[config.mk]
export PLATFORM = sky130hd
export DESIGN_NAME = ibin_ctrl
export DESIGN_NICKNAME = d
export VERILOG_FILES = /design/src/rtl/ibin_pkg.sv /design/src/rtl/ibin_ctrl.sv
export SDC_FILE = /design/constraint.sdc
export NUM_CORES = 1
export LEC_CHECK = 0
export BUFFER_PORTS_ARGS = -buffer_cell sky130_fd_sc_hd__buf_2
export CAP_MARGIN = 20
export CORE_MARGIN = 2
export CORE_UTILIZATION = 62
export DETAILED_ROUTE_END_ITERATION = 12
export PLACE_DENSITY_LB_ADDON = 0.1
export RECOVER_POWER = 100
export SLEW_MARGIN = 20
export SYNTH_ARGS = -nofsm -noshare
export SYNTH_HDL_FRONTEND = slang
export SYNTH_SLANG_ARGS = --single-unit
[constraint.sdc]
create_clock -name clk -period 4 [get_ports clk]
set_input_delay 0.4 -clock clk [delete_from_list [all_inputs] [get_ports clk]]
set_output_delay 0.4 -clock clk [all_outputs]
set_load 0.02 [all_outputs]
[src/rtl/ibin_pkg.sv]
// ----------------------------------------------------------------------------
// Image block binning package
// Shared sizes, register codes and the control record passed from the
// position counters to the summing datapath.
// ----------------------------------------------------------------------------
package ibin_pkg;

    localparam int MAX_WIDTH   = 4096;
    localparam int MAX_HEIGHT  = 4096;
    localparam int MAX_BIN     = 16;
    localparam int SAMPLE_BITS = 32;

    localparam int SUM_W   = 40;
    localparam int POS_W   = 12;
    localparam int DIM_W   = 13;
    localparam int BIN_W   = 5;
    localparam int INBIN_W = 4;
    localparam int OFS_W   = 12;
    localparam int CFG_W   = 13;
    localparam int IDX_W   = 3;
    localparam int ADDR_W  = $clog2(MAX_WIDTH);

    typedef enum logic [IDX_W-1:0] {
        REG_BIN_SIZE     = 3'd0,
        REG_FRAME_WIDTH  = 3'd1,
        REG_FRAME_HEIGHT = 3'd2,
        REG_OFFSET_COL   = 3'd3,
        REG_OFFSET_ROW   = 3'd4
    } ibin_reg_t;

    typedef struct packed {
        logic             binned;
        logic             close;
        logic             need_read;
        logic             emit;
        logic             last;
        logic             line_end;
        logic [POS_W-1:0] idx;
        logic [POS_W-1:0] row_idx;
    } ibin_ctl_t;

endpackage

[src/rtl/ibin_ctrl.sv]
// ----------------------------------------------------------------------------
// Image block binning control
// Configuration registers and the frame, block and in-block position
// counters. Decodes, for the item being accepted, what the datapath does.
// ----------------------------------------------------------------------------
module ibin_ctrl import ibin_pkg::*; (
    input  logic             clk,
    input  logic             rst_n,
    input  logic             cfg_valid,
    output logic             cfg_ready,
    input  logic [IDX_W-1:0] cfg_index,
    input  logic [CFG_W-1:0] cfg_data,
    input  logic             accept,
    output logic             restart,
    output ibin_ctl_t        ctl
);

    logic [BIN_W-1:0]   bin_size_reg;
    logic [DIM_W-1:0]   frame_width_reg;
    logic [DIM_W-1:0]   frame_height_reg;
    logic [OFS_W-1:0]   offset_col_reg;
    logic [OFS_W-1:0]   offset_row_reg;

    logic [POS_W-1:0]   col_reg, col_next;
    logic [POS_W-1:0]   row_reg, row_next;
    logic [INBIN_W-1:0] ibc_reg, ibc_next;
    logic [INBIN_W-1:0] ibr_reg, ibr_next;
    logic [POS_W-1:0]   bci_reg, bci_next;
    logic [POS_W-1:0]   bri_reg, bri_next;

    logic [BIN_W-1:0]   b_eff;
    logic [DIM_W-1:0]   w_eff;
    logic [DIM_W-1:0]   h_eff;
    logic               row_in;
    logic               row_end;
    logic               bin_row_end;

    assign cfg_ready = 1'b1;

    always_comb
    begin
        restart = 1'b0;
        case (cfg_index)
            REG_BIN_SIZE, REG_FRAME_WIDTH, REG_FRAME_HEIGHT,
            REG_OFFSET_COL, REG_OFFSET_ROW: restart = cfg_valid;
            default:                        restart = 1'b0;
        endcase
    end

    // Out-of-range sizes are clamped rather than rejected.
    always_comb
    begin
        if (bin_size_reg == '0)
            b_eff = BIN_W'(1);
        else if (bin_size_reg > BIN_W'(MAX_BIN))
            b_eff = BIN_W'(MAX_BIN);
        else
            b_eff = bin_size_reg;

        if (frame_width_reg == '0)
            w_eff = DIM_W'(1);
        else if (frame_width_reg > DIM_W'(MAX_WIDTH))
            w_eff = DIM_W'(MAX_WIDTH);
        else
            w_eff = frame_width_reg;

        if (frame_height_reg == '0)
            h_eff = DIM_W'(1);
        else if (frame_height_reg > DIM_W'(MAX_HEIGHT))
            h_eff = DIM_W'(MAX_HEIGHT);
        else
            h_eff = frame_height_reg;
    end

    always_comb
    begin
        row_in        = row_reg >= offset_row_reg;
        ctl.binned    = (col_reg >= offset_col_reg) && row_in;
        ctl.close     = ctl.binned && ((BIN_W'(ibc_reg) + BIN_W'(1)) >= b_eff);
        ctl.need_read = ctl.close && (ibr_reg != '0);
        bin_row_end   = (BIN_W'(ibr_reg) + BIN_W'(1)) >= b_eff;
        ctl.emit      = ctl.close && bin_row_end;
        ctl.last      = ((DIM_W'(col_reg) + DIM_W'(b_eff)) >= w_eff)
                        && ((DIM_W'(row_reg) + DIM_W'(b_eff)) >= h_eff);
        ctl.line_end  = (DIM_W'(col_reg) + DIM_W'(1)) >= w_eff;
        row_end       = (DIM_W'(row_reg) + DIM_W'(1)) >= h_eff;
        ctl.idx       = bci_reg;
        ctl.row_idx   = bri_reg;
    end

    always_comb
    begin
        col_next = col_reg + POS_W'(1);
        row_next = row_reg;
        ibc_next = ibc_reg;
        ibr_next = ibr_reg;
        bci_next = bci_reg;
        bri_next = bri_reg;

        if (ctl.close)
        begin
            ibc_next = '0;
            bci_next = bci_reg + POS_W'(1);
        end
        else if (ctl.binned)
        begin
            ibc_next = ibc_reg + INBIN_W'(1);
        end

        if (ctl.line_end)
        begin
            col_next = '0;
            ibc_next = '0;
            bci_next = '0;
            if (row_in)
            begin
                if (bin_row_end)
                begin
                    ibr_next = '0;
                    bri_next = bri_reg + POS_W'(1);
                end
                else
                begin
                    ibr_next = ibr_reg + INBIN_W'(1);
                end
            end
            if (row_end)
            begin
                row_next = '0;
                ibr_next = '0;
                bri_next = '0;
            end
            else
            begin
                row_next = row_reg + POS_W'(1);
            end
        end
    end

    always_ff @(posedge clk or negedge rst_n)
    begin
        if (!rst_n)
        begin
            bin_size_reg     <= BIN_W'(1);
            frame_width_reg  <= DIM_W'(MAX_WIDTH);
            frame_height_reg <= DIM_W'(MAX_HEIGHT);
            offset_col_reg   <= '0;
            offset_row_reg   <= '0;
            col_reg          <= '0;
            row_reg          <= '0;
            ibc_reg          <= '0;
            ibr_reg          <= '0;
            bci_reg          <= '0;
            bri_reg          <= '0;
        end
        else
        begin
            if (cfg_valid)
            begin
                case (cfg_index)
                    REG_BIN_SIZE:     bin_size_reg     <= cfg_data[BIN_W-1:0];
                    REG_FRAME_WIDTH:  frame_width_reg  <= cfg_data[DIM_W-1:0];
                    REG_FRAME_HEIGHT: frame_height_reg <= cfg_data[DIM_W-1:0];
                    REG_OFFSET_COL:   offset_col_reg   <= cfg_data[OFS_W-1:0];
                    REG_OFFSET_ROW:   offset_row_reg   <= cfg_data[OFS_W-1:0];
                    default:          ;
                endcase
            end

            if (restart)
            begin
                col_reg <= '0;
                row_reg <= '0;
                ibc_reg <= '0;
                ibr_reg <= '0;
                bci_reg <= '0;
                bri_reg <= '0;
            end
            else if (accept)
            begin
                col_reg <= col_next;
                row_reg <= row_next;
                ibc_reg <= ibc_next;
                ibr_reg <= ibr_next;
                bci_reg <= bci_next;
                bri_reg <= bri_next;
            end
        end
    end

endmodule

==> impl_metrics.yaml <==
cells_and_area:
  fin_nets: 1014
  seqCellArea_um2: 2780
  final_common_cell: "dfrtp_1"
  final_cells: 1066
  multi_input_area_um2: 4800
  stdcell_area_um2: 8690
  mostFrequentLayoutCells: "dfrtp_1 (106), ha_1 (101), nand2_1 (91)"
  drive_gt1_frac: 0.143
  fill_cells: 999
  synthToLayoutAreaGrowth_pct: 9.96
  fin_util: 0.694
  antenna_cells: 0
critical_path:
  path_cells: "nor3_2 -> nor2_1 -> nor2_2 -> ha_2 -> inv_1 -> fa_2 -> inv_1 -> a21oi_1 -> o21bai_1 -> a21o_1 -> nand2_1 -> xnor2_1 -> ha_1 -> and4_4 -> nand2_1 -> o211ai_1 -> a21oi_2 -> a211oi_2 -> buf_4"
  critPathMaxFanout: 3
  reg2regPathDepth: 14
  critPathMaxStageDelay_ns: 0.41
  r2r-end: "bri_reg[8]$_DFFE_PN0P_"
  startpoint: "bin_size_reg[3]$_DFFE_PN0P_"
  rr_startpoint: "col_reg[1]$_DFFE_PN0P_"
  crit_type: "reg2out"
  cp_slowest_cell: "dfrtp_1"
  critPathLaunchType: "flip-flop"
  arrival_ns: 3.92
  crit_path_end: "ctl[25]"
  required_ns: 3.60
  ff2ff_setup_slack_ns: -0.02
  end_kind: "output port"
pwr:
  worst_ir_drop_vdd_mv: 0.248
  power.density_nw_per_um2: 413
  p_leak_uw: 0.00419
synthesis:
  synthArstFlopShare: 1.00
  ys_types: 61
  ys_seq_area_frac: 0.352
  synthAdderAreaFrac: 0.168
  synth_fp_nets: 961
  synth_seq_cells: 111
  synth_area_um2: 7900
  synth_area_per_cell_um2: 9.45
  synth_top_family_by_area: "adder cells"
  synthXorXnorAreaFrac: 0.0510
  synth-simple-area-share: 0.160
  synth_ff_type: "dfrtp_1"
  synth_compound_area_frac: 0.158
  synth-edff-count: 0
  ys_warn_count: 0
  synth.area.mux_share: 0.0665
  postSynthCellCount: 836
min_path:
  hp-class: "in2reg"
  hold_start: "cfg_data[12]"
detailed_routing:
  via_per_inst: 6.17
  firstDrtPassIters: 5
  drtIter0Drc: 473
  antenna_left: 0
  drt-met1-wl_um: 8530
  met3_length_um: 902
  met2_length_um: 9460
  highest_layer: "met4"
  dr_total_vias: 6581
  drt-total-wl_um: 19400
  wire_per_inst_um: 18.2
  remaining_drc_errors: 0
sta:
  clock_skew_ns: 0.00719
  rsz0062_at_grt: "true"
  hold_viol_final: 0
  final_max_slew_viol_count: 29
  worstMarginPinSlew_ns: 1.57
  min_period_over_period: 1.08
  finalCriticalPeriod_ns: 4.32
  finalSetupViolCount: 3
  finalWorstSetupSlack_ns: -0.320
  tns_ns: -0.336
  fmax_ghz: 0.231
  slew_headroom: -0.0452
run:
  max_cap_violations: 1
floorplan:
  die_h_um: 117
  io_pins: 52
  die_w_um: 117
  die_area_um2: 13700
  initial_core_util: 0.631
  rows: 41
  core_um2: 12500
place:
  dp_cells: 1046
  place_area_um2: 8390
  place_congestion: 0.954
  pre_cts_slack_ns: -0.0133
  dp_hpwl_um: 14700
  io_buffer_count: 50
clock_network:
  h-tree-depth: 3
  cts_sinks: 111
  insertion_delay_ns: 0.37
  cts_buffer_depth: 2
  cts_buffers: 9
  cts_tree: "yes"
  cts-root-buf: "clkbuf_16"
  path_clk_slew_ns: 0.07
global_routing:
  overflow: 0
  antenna_found_initial: 0
  grt_pass1_vias: 6367
  grt_usage: 0.301
  grt_pass1_wl_um: 31900
  grt_max_degree: 53
status:
  outcome: "finished, violations left"
  violations: "max-capacitance violations, max-slew violations, negative setup slack"
[metrics by stage]
step	hold WS [ns]	total power, µW
after floorplan	0.104	2240
after global placement	0.341	2550
after detailed placement	0.348	2610
after CTS	0.271	3600
after global routing	0.289	3850
final	0.274	3590
[worst min-delay path by stage]
stage	to	slack, ns	depth (start not counted)
floorplan	bci_reg[0]$_DFFE_PN0P_	0.10	0
global placement	offset_col_reg[6]$_DFFE_PN0P_	0.34	1
detailed placement	offset_col_reg[6]$_DFFE_PN0P_	0.35	1
CTS	frame_height_reg[12]$_DFFE_PN1P_	0.27	3
global route	frame_height_reg[12]$_DFFE_PN1P_	0.29	3
finish	frame_height_reg[12]$_DFFE_PN1P_	0.27	3
[synth_stat cells (3+ instances only)]
cell        n  area share
buf_4       3      0.0028
nand2b_1   10      0.0079
inv_1      56       0.027
or4_1       5      0.0047
and2_1      3      0.0024
a32oi_1     3      0.0033
nand3_1    31       0.020
a32o_1     12       0.015
and3_1      9      0.0071
mux2i_1     3      0.0038
nor3_1     12      0.0076
clkbuf_1   20      0.0095
buf_2       5      0.0032
nor4_1      9      0.0071
xnor2_1    27       0.030
o21ai_1     3      0.0019
xor2_1     19       0.021
o211ai_1    5      0.0047
a22o_1     16       0.018
dfstp_2     3       0.010
mux2_2     44       0.063
nand2_1    92       0.044
a211o_1     3      0.0033
a21oi_1    38       0.024
ha_1      103        0.16
and4_1      4      0.0044
dfrtp_1   108        0.34
o21ai_0    39       0.025
nor2b_1    11      0.0087
a21o_1     23       0.022
or3_1       4      0.0032
o31ai_1     3      0.0028
o21bai_1    4      0.0038
nor2_1     49       0.023
or2_2       3      0.0024
nand4_1    14       0.011
a31oi_1     6      0.0047
[area by class of cell]
class	instances	share of cell area
tap	172	0.0248
inverter	56	0.0242
clock buffer	9	0.0259
multi-input combinational	639	0.552
timing repair buffer	72	0.0432
sequential	111	0.320
clock inverter	7	0.00950
[worst max-delay path: cells and delay by family (launching register included)]
family	cells	cell delay, ns
buffers and inverters	3	0.30
adder cells (fa/ha/maj)	3	0.88
AO/OA/AOI/OAI	6	0.97
XOR/XNOR	1	0.14
flip-flops	1	0.41
AND/OR/NAND/NOR	6	0.84
[metal layers]
layer  vias to the layer above  GRT usage
met1                      3232      0.397
li1                       3121          -
met2                       190      0.499
met5                         -          0
met3                        38     0.0551
met4                         0      0.107
[where the power goes]
| part | internal [µW] | total [µW] | switching (µW) | leakage, µW |
|---|---|---|---|---|
| logic | 527 | 1230 | 706 | 0.00261 |
| clock network | 494 | 945 | 451 | 0.000144 |
| registers | 1270 | 1420 | 142 | 0.00143 |
[cell families after synthesis]
family,Yosys count
and+or+nand+nor,262
buffers and inverters,86
muxes,47
other,1
AOI/OAI and AO/OA,178
DFF,111
adders and majority gates,105
xor gates and xnor gates,46
[repair_timing]
item | in CTS | in global routing
setup buffers | 2 | 1
setup endpoints to repair | 1 | 4
hold buffers | 1 | 0
pin swaps | 9 | 7
resized for setup | 13 | 5
hold endpoints to repair | 26 | 0
(Power assumes the default switching activity.)
