`src/rtl/ibin_pkg.sv`:
```
// ----------------------------------------------------------------------------
// Image block binning package
// Shared sizes, register codes and the control record passed from the
// position counters to the summing datapath.
// ----------------------------------------------------------------------------
package ibin_pkg;

    localparam int MAX_WIDTH   = 4096;
    localparam int MAX_HEIGHT  = 4096;
    localparam int MAX_BIN     = 16;
    localparam int SAMPLE_BITS = 32;

    localparam int SUM_W   = 40;
    localparam int POS_W   = 12;
    localparam int DIM_W   = 13;
    localparam int BIN_W   = 5;
    localparam int INBIN_W = 4;
    localparam int OFS_W   = 12;
    localparam int CFG_W   = 13;
    localparam int IDX_W   = 3;
    localparam int ADDR_W  = $clog2(MAX_WIDTH);

    typedef enum logic [IDX_W-1:0] {
        REG_BIN_SIZE     = 3'd0,
        REG_FRAME_WIDTH  = 3'd1,
        REG_FRAME_HEIGHT = 3'd2,
        REG_OFFSET_COL   = 3'd3,
        REG_OFFSET_ROW   = 3'd4
    } ibin_reg_t;

    typedef struct packed {
        logic             binned;
        logic             close;
        logic             need_read;
        logic             emit;
        logic             last;
        logic             line_end;
        logic [POS_W-1:0] idx;
        logic [POS_W-1:0] row_idx;
    } ibin_ctl_t;

endpackage

```
`src/rtl/ibin_acc.sv`:
```
// ----------------------------------------------------------------------------
// Image block binning accumulator
// Input register, horizontal running sum, line store update and the
// result register that parts the input side from the output side.
// ----------------------------------------------------------------------------
module ibin_acc import ibin_pkg::*; (
    input  logic                          clk,
    input  logic                          rst_n,
    input  logic                          in_valid,
    output logic                          in_ready,
    input  logic signed [SAMPLE_BITS-1:0] sample,
    input  ibin_ctl_t                     ctl,
    input  logic                          restart,
    input  logic [SUM_W-1:0]              rd_data,
    output logic                          we,
    output logic [ADDR_W-1:0]             waddr,
    output logic [SUM_W-1:0]              wdata,
    output logic                          out_valid,
    input  logic                          out_ready,
    output logic signed [SUM_W-1:0]       bin_sum,
    output logic [POS_W-1:0]              bin_col,
    output logic [POS_W-1:0]              bin_row,
    output logic                          frame_last
);

    logic                    st_valid_reg;
    ibin_ctl_t               st_ctl_reg;
    logic [SAMPLE_BITS-1:0]  st_sample_reg;
    logic [SUM_W-1:0]        rps_reg;
    logic                    res_valid_reg;
    logic [SUM_W-1:0]        res_sum_reg;
    logic [POS_W-1:0]        res_col_reg;
    logic [POS_W-1:0]        res_row_reg;
    logic                    res_last_reg;

    logic                    advance;
    logic                    accept;
    logic [SUM_W-1:0]        acc;
    logic [SUM_W-1:0]        total;

    assign advance  = st_valid_reg && (!res_valid_reg || out_ready);
    assign in_ready = !st_valid_reg || advance;
    assign accept   = in_valid && in_ready;

    assign acc   = rps_reg + SUM_W'(signed'(st_sample_reg));
    assign total = st_ctl_reg.need_read ? (rd_data + acc) : acc;

    assign we    = advance && st_ctl_reg.close;
    assign waddr = st_ctl_reg.idx[ADDR_W-1:0];
    assign wdata = total;

    always_ff @(posedge clk)
    begin
        if (accept)
        begin
            st_ctl_reg    <= ctl;
            st_sample_reg <= sample;
        end
        if (advance && st_ctl_reg.emit)
        begin
            res_sum_reg  <= total;
            res_col_reg  <= st_ctl_reg.idx;
            res_row_reg  <= st_ctl_reg.row_idx;
            res_last_reg <= st_ctl_reg.last;
        end
    end

    always_ff @(posedge clk or negedge rst_n)
    begin
        if (!rst_n)
        begin
            st_valid_reg  <= 1'b0;
            res_valid_reg <= 1'b0;
            rps_reg       <= '0;
        end
        else
        begin
            if (accept)
                st_valid_reg <= 1'b1;
            else if (advance)
                st_valid_reg <= 1'b0;

            if (advance && st_ctl_reg.emit)
                res_valid_reg <= 1'b1;
            else if (out_ready)
                res_valid_reg <= 1'b0;

            // The running sum restarts at every block boundary, line end and frame restart.
            if (restart)
                rps_reg <= '0;
            else if (advance)
            begin
                if (st_ctl_reg.line_end || st_ctl_reg.close)
                    rps_reg <= '0;
                else if (st_ctl_reg.binned)
                    rps_reg <= acc;
            end
        end
    end

    assign out_valid  = res_valid_reg;
    assign bin_sum    = res_sum_reg;
    assign bin_col    = res_col_reg;
    assign bin_row    = res_row_reg;
    assign frame_last = res_last_reg;

endmodule

```
`config.mk`:
```
export PLATFORM = sky130hd
export DESIGN_NAME = ibin_acc
export DESIGN_NICKNAME = d
export VERILOG_FILES = /design/src/rtl/ibin_pkg.sv /design/src/rtl/ibin_acc.sv
export SDC_FILE = /design/constraint.sdc
export NUM_CORES = 1
export LEC_CHECK = 0
export ABC_AREA = 0
export BUFFER_PORTS_ARGS = -buffer_cell sky130_fd_sc_hd__clkbuf_2
export CAP_MARGIN = 20
export CORE_UTILIZATION = 50
export CTS_CLUSTER_DIAMETER = 60
export CTS_CLUSTER_SIZE = 40
export DETAILED_ROUTE_END_ITERATION = 6
export PLACE_DENSITY_LB_ADDON = 0.05
export SLEW_MARGIN = 20
export SYNTH_ARGS = -nofsm -noshare
export SYNTH_HDL_FRONTEND = slang
export SYNTH_SLANG_ARGS = --single-unit
```
`constraint.sdc`:
```
create_clock -name clk -period 4.55 [get_ports clk]
set_input_delay 0 -clock clk [delete_from_list [all_inputs] [get_ports clk]]
set_output_delay 0 -clock clk [all_outputs]
set_load 0.02 [all_outputs]
```
==> out/results.ini, run 1 <==
[route]
drc = 0
dr_total_vias = 9494
wl_um = 31900
drt_iter0_drc = 528
firstDrtPassIters = 7
via_per_inst = 5.50
ant_nets = 0
wire_per_inst_um = 18.5

[clocking]
cts_tree = built
insertion_delay_ns = 0.45
cts_buffer_depth = 2
clk_pin_slew_ns = 0.08
cts_buffers = 17
cts_root_buffer = clkbuf_16
cts_sinks = 169
htree_levels = 4

[grt]
grt_max_degree = 45
grt_pass1_vias = 9769
grt_pass1_wl_um = 49000
antenna_found_initial = 1
overflow = 0
grt_usage = 0.298

[die]
design.core.area_um2 = 20200
pin_count = 227
die_h_um = 145
num_rows = 52
dieArea_um2 = 21100
die_w_um = 145
start_util = 0.510

[timing]
final.setup.worst_slack_ns = -0.719
finalSetupViolCount = 35
slew_headroom = 0.338
worstMarginPinSlew_ns = 0.994
rsz0062_at_grt = true
finalCritPeriodShare = 1.16
min_period_ns = 5.27
hold_violations = 0
hold_ws_ns = 0.0381
fmax_mhz = 190
clock_skew_ns = 0.0142
maxSlewViolCount = 0

[worst_setup_path]
cp_data_arrival_time_ns = 5.27
slowest_delay_ns = 0.43
reg2reg_to = bin_sum[30]
cp_max_fo = 8
r2r-start = rps_reg[0]
cp-end-kind = output port
cpMaxStageDelayCell = or3_4
worst_setup_path_start_kind = register
required_ns = 4.55
critPathKind = register to output port
critPathMostFrequentCell = buf_4
crit_buf_inv = 8
critPathTopFamily = compound AO/OA/AOI/OAI gates
r2r_slack_ns = -0.37
ff2ff_path_depth = 24

[placed_design]
place_ws_ns = -0.385
hpwl_um = 21800
portBuffers = 226
gp_congestion = 0.896
dp.cells = 1573

[hold_path]
min_path_cells = 3
holdPathEnd = rps_reg[12]
hp-class = primary input to register
hp-start = restart

[final_layout]
layout.cells.non_filler = 1725
drive_above_1_share = 0.463
nNetsFinal = 1637
areaGrowthSynthToFinish_pct = 53.1
diodes = 0

[logic_synthesis]
syn-cell-area_um2 = 10300
synthFlopType = edfxtp_1
synthCells = 925
synth_seq_cells = 169
synth_cell_type_count = 70
async_flop_share = 0.249
ys_seq_area_frac = 0.473
yosysWarningCount = 0
syn-num-nets = 1120
syn_area_per_cell_um2 = 11.1
synth_edf_count = 127

[power_and_ir_drop]
ir_drop_mv = 0.261
p_leak_nw = 7.32
p_per_area_nw_per_um2 = 334
finalPower_w = 0.00526

[run]
max_cap_violations = 0

[run_status]
status = finished, violations left
violations = setup timing

timing repair:
| action | 4_1_cts | 5_1_grt |
|---|---|---|
| hold buffers | 67 | 0 |
| buffers inserted | 41 | 22 |
| hold endpoints to repair | 107 | 0 |
| endpoints found under the setup margin | 41 | 46 |
| pin swaps | 42 | 49 |
| gates resized for setup | 118 | 104 |
layout by cell type (no fill, tap or decap), drive strengths merged, types with 4 or more instances in the layout:
cell         count
buf            265
clkbuf         230
edfxtp         127
ha              86
a21oi           81
dlygate4sd3     67
nor2            53
nand2           51
o21ai           51
a21o            42
dfrtp           42
xnor2           42
a22o            36
inv             36
mux2            30
xor2            29
nand4           14
o21bai          14
a211oi          14
and3            13
nand3           10
nor2b           10
nand2b          10
nor4             9
a31oi            8
and2             7
o211ai           7
clkinv           7
nor3             7
o21a             6
o31ai            5
a221oi           4
or3              4
worst max-delay path by stage:
stage                      from     endpoint  cells after the start
3_3_place_gp         rps_reg[0]  bin_sum[37]                     23
2_1_floorplan        rps_reg[0]  bin_sum[38]                     23
5_1_grt              rps_reg[0]    wdata[39]                     26
3_5_place_dp   st_sample_reg[0]  bin_sum[37]                     23
4_1_cts              rps_reg[0]    wdata[38]                     25
6_report             rps_reg[0]    wdata[30]                     25
final cells by class:
| type | instances | area [um^2] |
|---|---|---|
| clock buffers | 17 | 425 |
| clock inverters | 15 | 201 |
| fillers | 1345 | 4420 |
| inverters | 30 | 113 |
| multi-input cells | 679 | 5900 |
| flip-flops and latches | 169 | 4860 |
| well taps | 270 | 338 |
| repair buffers | 545 | 3900 |
routing by layer:
metal  up-vias  routed length [um]  GRT usage  part of all wire
met1      4562               13000      0.355              0.41
li1       4526                   -          -                 -
met5         -                   0          0                 0
met2       315               16200      0.518              0.51
met3        91                1300     0.0408             0.041
met4         0                1530      0.170             0.048
kinds of logic after synthesis:
logic type | synth area share
buffers and inverters | 0.0335
multiplexers | 0.0342
XOR/XNOR | 0.0605
AND/OR/NAND/NOR | 0.0976
flip-flops | 0.473
AO/OA/AOI/OAI | 0.193
adder cells (fa/ha/maj) | 0.109
synthesized netlist by cell type (all sizes together) (8+ instances only):
| cell type | count | area (um^2) |
|---|---|---|
| a211oi | 14 | 115 |
| a21o | 42 | 315 |
| a21oi | 81 | 409 |
| a22o | 36 | 315 |
| a31oi | 8 | 50.1 |
| and3 | 13 | 81.3 |
| buf | 14 | 105 |
| clkbuf | 33 | 126 |
| dfrtp | 42 | 1050 |
| edfxtp | 127 | 3810 |
| ha | 86 | 1080 |
| inv | 30 | 113 |
| mux2 | 30 | 342 |
| nand2 | 51 | 191 |
| nand2b | 10 | 62.6 |
| nand3 | 10 | 50.1 |
| nand4 | 14 | 87.6 |
| nor2 | 53 | 199 |
| nor2b | 10 | 62.6 |
| nor4 | 9 | 56.3 |
| o21ai | 51 | 263 |
| o21bai | 14 | 105 |
| xnor2 | 42 | 368 |
| xor2 | 29 | 254 |
through the flow:
stage | utilization | setup TNS (ns) | cell area (um^2)
detailed placement | 0.650 | -6.50 | 13100
global placement | 0.650 | -5.11 | 13100
CTS | 0.754 | -11.41 | 15200
floorplan | - | -0.282 | 10400
global route | 0.781 | -20.27 | 15700
finish | 0.781 | -13.25 | 15700
where the power goes:
group / internal, W / switching (W) / total (W)
registers: 0.00179 / 0.0000391 / 0.00183
logic: 0.000900 / 0.000995 / 0.00189
clock network: 0.000797 / 0.000736 / 0.00153
total: 0.00349 / 0.00177 / 0.00526
worst reg2reg max path: stages (launching register included):
cell	delay (ns)
dfrtp_1	0.36
ha_2	0.19
inv_2	0.04
fa_2	0.33
nand2b_4	0.15
a21oi_4	0.14
o311a_4	0.20
o21ai_4	0.09
o31ai_4	0.32
buf_6	0.15
a21boi_2	0.06
buf_4	0.15
buf_4	0.13
buf_6	0.11
o31ai_4	0.23
xor2_2	0.12
buf_4	0.15
ha_4	0.33
nand4_1	0.15
or3_4	0.43
o21ai_4	0.18
a31oi_4	0.12
buf_4	0.16
xnor2_1	0.11
mux2_2	0.28
No activity file was read; power rests on OpenSTA's default activity.
==> inputs of run 2 (changes only) <==
==> constraint.sdc (replaced) <==
create_clock -name clk -period 5.4 [get_ports clk]
set_input_delay 0 -clock clk [delete_from_list [all_inputs] [get_ports clk]]
set_output_delay 0 -clock clk [all_outputs]
set_load 0.01 [all_outputs]
==> out/results.ini, run 2 (synthesized netlist as in run 1, its figures left out) <==
[power_and_ir_drop]
p_per_area_nw_per_um2 = 291  ; -13%
ir_drop_mv = 0.206  ; -21%
p_leak_nw = 6.15  ; -16%

[die]
num_rows = 52  ; unchanged
die_h_um = 145  ; unchanged
design.core.area_um2 = 20200  ; unchanged
dieArea_um2 = 21100  ; unchanged
die_w_um = 145  ; unchanged
start_util = 0.510  ; unchanged
pin_count = 227  ; unchanged

[timing]
maxSlewViolCount = 0  ; unchanged
worstMarginPinSlew_ns = 0.906  ; -0.0875 ns
rsz0062_at_grt = true
min_period_ns = 5.27
finalSetupViolCount = 0  ; -100%
clock_skew_ns = 0.0177  ; +0.00350 ns
fmax_mhz = 190
slew_headroom = 0.396  ; +0.0584
finalCritPeriodShare = 0.976
hold_ws_ns = 0.0260  ; -0.0121 ns
hold_violations = 0  ; unchanged
final.setup.worst_slack_ns = 0.130  ; +0.850 ns

[route]
firstDrtPassIters = 6  ; -1
ant_nets = 0  ; unchanged
wire_per_inst_um = 18.6  ; +0.39%
wl_um = 28300  ; -11%
drt_iter0_drc = 415  ; -21%
dr_total_vias = 8480  ; -11%
via_per_inst = 5.57  ; +1.2%
drc = 0  ; unchanged

[placed_design]
gp_congestion = 0.908  ; +1.4%
place_ws_ns = 0.0774  ; +0.463 ns
hpwl_um = 19900  ; -8.9%
portBuffers = 226  ; unchanged
dp.cells = 1404  ; -11%
post_dp_cell_area_um2 = 11800  ; -10%

[clocking]
cts_tree = built
cts_buffer_depth = 2  ; unchanged
htree_levels = 4  ; unchanged
insertion_delay_ns = 0.45  ; about the same
cts_sinks = 169  ; unchanged
cts_root_buffer = clkbuf_16
clk_pin_slew_ns = 0.08  ; about the same
cts_buffers = 17  ; unchanged

[worst_setup_path]
ff2ff_path_depth = 24  ; unchanged
critPathKind = register to output port
required_ns = 5.40  ; +0.85 ns
worst_setup_path_start_kind = register
cp_data_arrival_time_ns = 5.27  ; about the same
cp-end-kind = output port
cp_max_fo = 4  ; -4

[final_layout]
layout.cells.non_filler = 1523  ; -12%
final_common_cell = clkbuf_2
areaGrowthSynthToFinish_pct = 33.3
final_area_um2 = 13700  ; -13%
nNetsFinal = 1434  ; -12%
post-route-util = 0.679  ; -0.101
drive_above_1_share = 0.341  ; -0.121
mostFrequentLayoutCells = 225 x clkbuf_2, 127 x edfxtp_1, 70 x ha_1, 68 x a21oi_1, 66 x dlygate4sd3_1

[grt]
grt_pass1_vias = 8346  ; -15%
antenna_found_initial = 1  ; unchanged
grt_usage = 0.265  ; -0.0326
grt_pass1_wl_um = 43600  ; -11%
grt_max_degree = 66  ; +47%
overflow = 0  ; unchanged

[hold_path]
hp-class = primary input to register
min_path_cells = 3  ; unchanged

[run_status]
status = finished clean

[run]
max_cap_violations = 0  ; unchanged

==> run 2: routing by layer <==
metal	wire length, um	global-route usage
met1	12100	0.336
met2	14200	0.454
met3	1280	0.0476
met4	774	0.0974
met5	0	0
==> run 2: path summary, 6_finish.rpt <==
kind | start | endpoint | slack [ns]
min in group asynchronous | rst_n | rps_reg[39] | 0.20
max reg2reg | rps_reg[0] | bin_sum[37] | 0.49
min | rd_data[0] | bin_sum[0] | 0.03
max | rps_reg[0] | wdata[38] | 0.13
min reg2reg | st_ctl_reg[4] | bin_row[4] | 0.42
max in group asynchronous | rst_n | rps_reg[25] | 4.73
==> run 2: critical path, cell delays in order (launching register included) <==
cell and delay [ns]:
dfrtp_1 0.36, ha_2 0.20, inv_2 0.04, fa_2 0.34, nand2b_4 0.15, a21oi_4 0.16, o311a_4 0.22, o21ai_4 0.08
o31ai_4 0.19, buf_6 0.16, a21boi_4 0.08, o221a_4 0.30, o31ai_4 0.21, xnor2_2 0.17, ha_1 0.28, nor2b_4 0.13
o21a_1 0.20, nor4_2 0.24, nor4_2 0.07, a211oi_2 0.31, o311ai_2 0.17, o21a_1 0.14, a221o_1 0.33, o21ai_2 0.15
buf_2 0.14
==> run 2: final cells by class <==
type                            count  area, um^2
Antenna cell                        1        2.50
Multi-Input combinational cell    679        5570
Fill cell                        1583        6470
Clock inverter                     15         220
Sequential cell                   169        4860
Clock buffer                       17         425
Timing Repair Buffer              342        2170
Inverter                           30         113
Tap cell                          270         338
==> run 2: per-stage QoR <==
stage | TNS, ns | power, W
after floorplan | 0 | 0.00221
after global placement | 0 | 0.00256
after detailed placement | 0 | 0.00256
after CTS | -0.0110 | 0.00394
after global routing | -0.173 | 0.00417
final | 0 | 0.00398
==> run 2: timing repair <==
action	4_1_cts	5_1_grt
setup buffers	6	14
setup endpoints to repair	6	21
gates resized for setup	19	80
pin swaps	8	32
hold buffers	66	0
hold endpoints to repair	106	0
==> run 2: where the power goes <==
group / switching (W) / total, W / internal [W]
logic: 0.000634 / 0.00113 / 0.000493
clock network: 0.000665 / 0.00132 / 0.000653
registers: 0.0000288 / 0.00154 / 0.00151
total: 0.00133 / 0.00398 / 0.00266
==> inputs of run 3 (changes only) <==
--- a/config.mk
+++ b/config.mk
@@ -5,7 +5,7 @@
 export SDC_FILE = /design/constraint.sdc
 export NUM_CORES = 1
 export LEC_CHECK = 0
-export ABC_AREA = 0
+export ABC_AREA = 1
 export BUFFER_PORTS_ARGS = -buffer_cell sky130_fd_sc_hd__clkbuf_2
 export CAP_MARGIN = 20
 export CORE_UTILIZATION = 50
==> out/results.ini, run 3 <==
[power_and_ir_drop]
p_per_area_nw_per_um2 = 314  ; +8.1%
ir_drop_mv = 0.222  ; +7.9%
p_leak_nw = 6.82  ; +11%

[placed_design]
hpwl_um = 26300  ; +32%
dp.cells = 1869  ; +33%
portBuffers = 226  ; unchanged
gp_congestion = 0.948  ; +4.4%

[logic_synthesis]
yosysTopAreaCell = edfxtp_1
ys_seq_area_frac = 0.432  ; -0.0410
syn-cell-area_um2 = 11300  ; +9.5%
synthCells = 1379  ; +49%
yosysWarningCount = 0  ; unchanged
synth_area_leaders = edfxtp_1 34%, nand2_1 14%, ha_1 9.6%
syn_area_per_cell_um2 = 8.16  ; -27%
synthFlopType = edfxtp_1
async_flop_share = 0.249  ; unchanged
synth_common_cells = 421 x nand2_1, 127 x edfxtp_1, 120 x inv_1, 120 x nor2_1, 101 x a21oi_1
synth_edf_count = 127  ; unchanged
netlist.area_leader.share = 0.339  ; -0.0321
synth_cell_type_count = 43  ; -39%
syn-num-nets = 1574  ; +41%
yosysMostFrequentCell = nand2_1
synth_seq_cells = 169  ; unchanged

[final_layout]
mostFrequentLayoutCells = 421 x nand2_1, 226 x clkbuf_2, 127 x edfxtp_1, 119 x inv_1, 119 x nor2_1
diodes = 0  ; -1
areaGrowthSynthToFinish_pct = 24.0
layout.cells.non_filler = 1969  ; +29%
final_common_cell = nand2_1
n_fill_cell = 1925  ; +22%
post-route-util = 0.636  ; -0.0438
nNetsFinal = 1871  ; +30%
drive_above_1_share = 0.182  ; -0.159

[hold_path]
holdPathEnd = bin_sum[39]
min_path_cells = 5  ; +2
hp-start = rd_data[39]
hp-class = primary input to register

[worst_setup_path]
crit_buf_inv = 3  ; unchanged
critPathKind = register to output port
critPathTopFamily = simple AND/OR/NAND/NOR gates
r2r_slack_ns = 0.94  ; +0.45 ns
worst_setup_path_start_kind = register
r2r-start = st_sample_reg[0]
cp_cell_sequence = ha_1, inv_1, fa_1, inv_1, nand3_1, nand2_2, nand2_1, nand2_2, nand2_1, nand2_1, xor2_1, ha_1, a21oi_1, o21bai_1, a21oi_1, nand3_1, or2_2, nand3_1, o21ai_0, clkbuf_2
cp-end-kind = output port
ff2ff_path_depth = 19  ; -21%
cp_data_arrival_time_ns = 4.79  ; -0.48 ns
cpMaxStageDelayCell = edfxtp_1
required_ns = 5.40  ; about the same
critPathLaunch = st_sample_reg[0]
slowest_delay_ns = 0.40  ; +0.04 ns
cp_max_fo = 4  ; unchanged
reg2reg_to = bin_sum[17]

[die]
num_rows = 54  ; +3.8%
start_util = 0.513  ; +0.00284
die_h_um = 152  ; +4.6%
die_w_um = 152  ; +4.6%
design.core.area_um2 = 22000  ; +8.9%
dieArea_um2 = 23100  ; +9.3%
pin_count = 227  ; unchanged

[clocking]
cts_buffer_depth = 2  ; unchanged
cts_sinks = 169  ; unchanged
clk_pin_slew_ns = 0.07  ; about the same
cts_root_buffer = clkbuf_16
insertion_delay_ns = 0.45  ; about the same
cts_buffers = 17  ; unchanged
cts_resized = 0  ; -19
cts_tree = built
htree_levels = 4  ; unchanged

[timing]
clock_skew_ns = 0.0121  ; -0.00552 ns
rsz0062_at_grt = false
worstMarginPinSlew_ns = 0.889  ; -0.0171 ns
fmax_mhz = 209  ; +9.9%
slew_headroom = 0.407  ; +0.0114
maxSlewViolCount = 0  ; unchanged
hold_violations = 0  ; unchanged
finalSetupViolCount = 0  ; unchanged
min_period_ns = 4.79  ; -0.475 ns
finalCritPeriodShare = 0.888  ; -0.0880
fin_setup_tns_ns = 0  ; unchanged

[grt]
grt_pass1_wl_um = 53000  ; +22%
antenna_found_initial = 0  ; -1
grt_max_degree = 66  ; unchanged
grt_usage = 0.298  ; +0.0327
grt_pass1_vias = 10200  ; +22%
overflow = 0  ; unchanged

[route]
wl_um = 33700  ; +19%
via_per_inst = 5.31  ; -4.6%
drt_iter0_drc = 872  ; +110%
firstDrtPassIters = 7  ; +1
drc = 42  ; +42
dr_total_vias = 10500  ; +23%
wire_per_inst_um = 17.1  ; -8.1%
ant_nets = 0  ; unchanged

[run]
max_cap_violations = 0  ; unchanged

[run_status]
status = finished, violations left
violations = DRC

run 3: cells by family after synthesis:
family          synth area share
simple gates               0.270
compound gates             0.110
flops                      0.432
buf+inv                   0.0539
fa+ha+maj                 0.0991
xor+xnor                  0.0351
run 3: final cells by class:
class	count	area, um^2	area share
clock inverter	14	170	0.0122
sequential	169	4860	0.349
inverter	121	454	0.0325
multi-input combinational	1062	5790	0.415
tap	280	350	0.0251
timing repair buffer	305	1890	0.136
clock buffer	18	429	0.0307
run 3: worst max path at each step:
stage,end,slack (ns),cells after the start
2_1_floorplan,bin_col[0],1.61,3
3_3_place_gp,bin_sum[17],1.02,19
3_5_place_dp,bin_sum[17],1.05,19
4_1_cts,wdata[17],0.66,20
5_1_grt,wdata[17],0.38,20
6_report,wdata[17],0.61,20
run 3: metal layers:
layer | wire, um | global-route usage
met4 | 687 | 0.0870
met5 | 0 | 0
met1 | 15400 | 0.407
met3 | 2150 | 0.0496
met2 | 15400 | 0.488
run 3: where the power goes:
group / leakage (nW) / internal [W] / switching (W)
logic: 4.75 / 0.000553 / 0.00100
clock network: 0.292 / 0.000628 / 0.000629
registers: 1.78 / 0.00154 / 0.0000388
run 3: worst register-to-register path, cell delays in order (launching register included):
cell and delay [ns]:
edfxtp_1 0.40, ha_1 0.33, inv_1 0.09, fa_1 0.40, inv_1 0.15, nand3_1 0.10
nand2_2 0.12, nand2_1 0.07, nand2_2 0.12, nand2_1 0.08, nand2_1 0.12, xor2_1 0.33
ha_1 0.35, a21oi_1 0.27, o21bai_1 0.16, a21oi_1 0.26, nand3_1 0.21, or2_2 0.31
nand3_1 0.06, o21ai_0 0.20
run 3: metrics by stage:
stage | power (W) | setup WS, ns | hold slack, ns | area (um^2)
finish | 0.00439 | 0.605 | 0.0527 | 14000
global route | 0.00463 | 0.379 | 0.144 | 14000
CTS | 0.00439 | 0.658 | 0.0404 | 14000
detailed placement | 0.00309 | 1.05 | 0.123 | 12700
global placement | 0.00308 | 1.02 | 0.125 | 12700
floorplan | 0.00259 | 1.61 | -0.296 | 11300
run 3: timing repair:
action | in CTS | in global routing
hold buffers | 68 | 0
endpoints found under the hold margin | 113 | 0
buffers inserted | 0 | 0
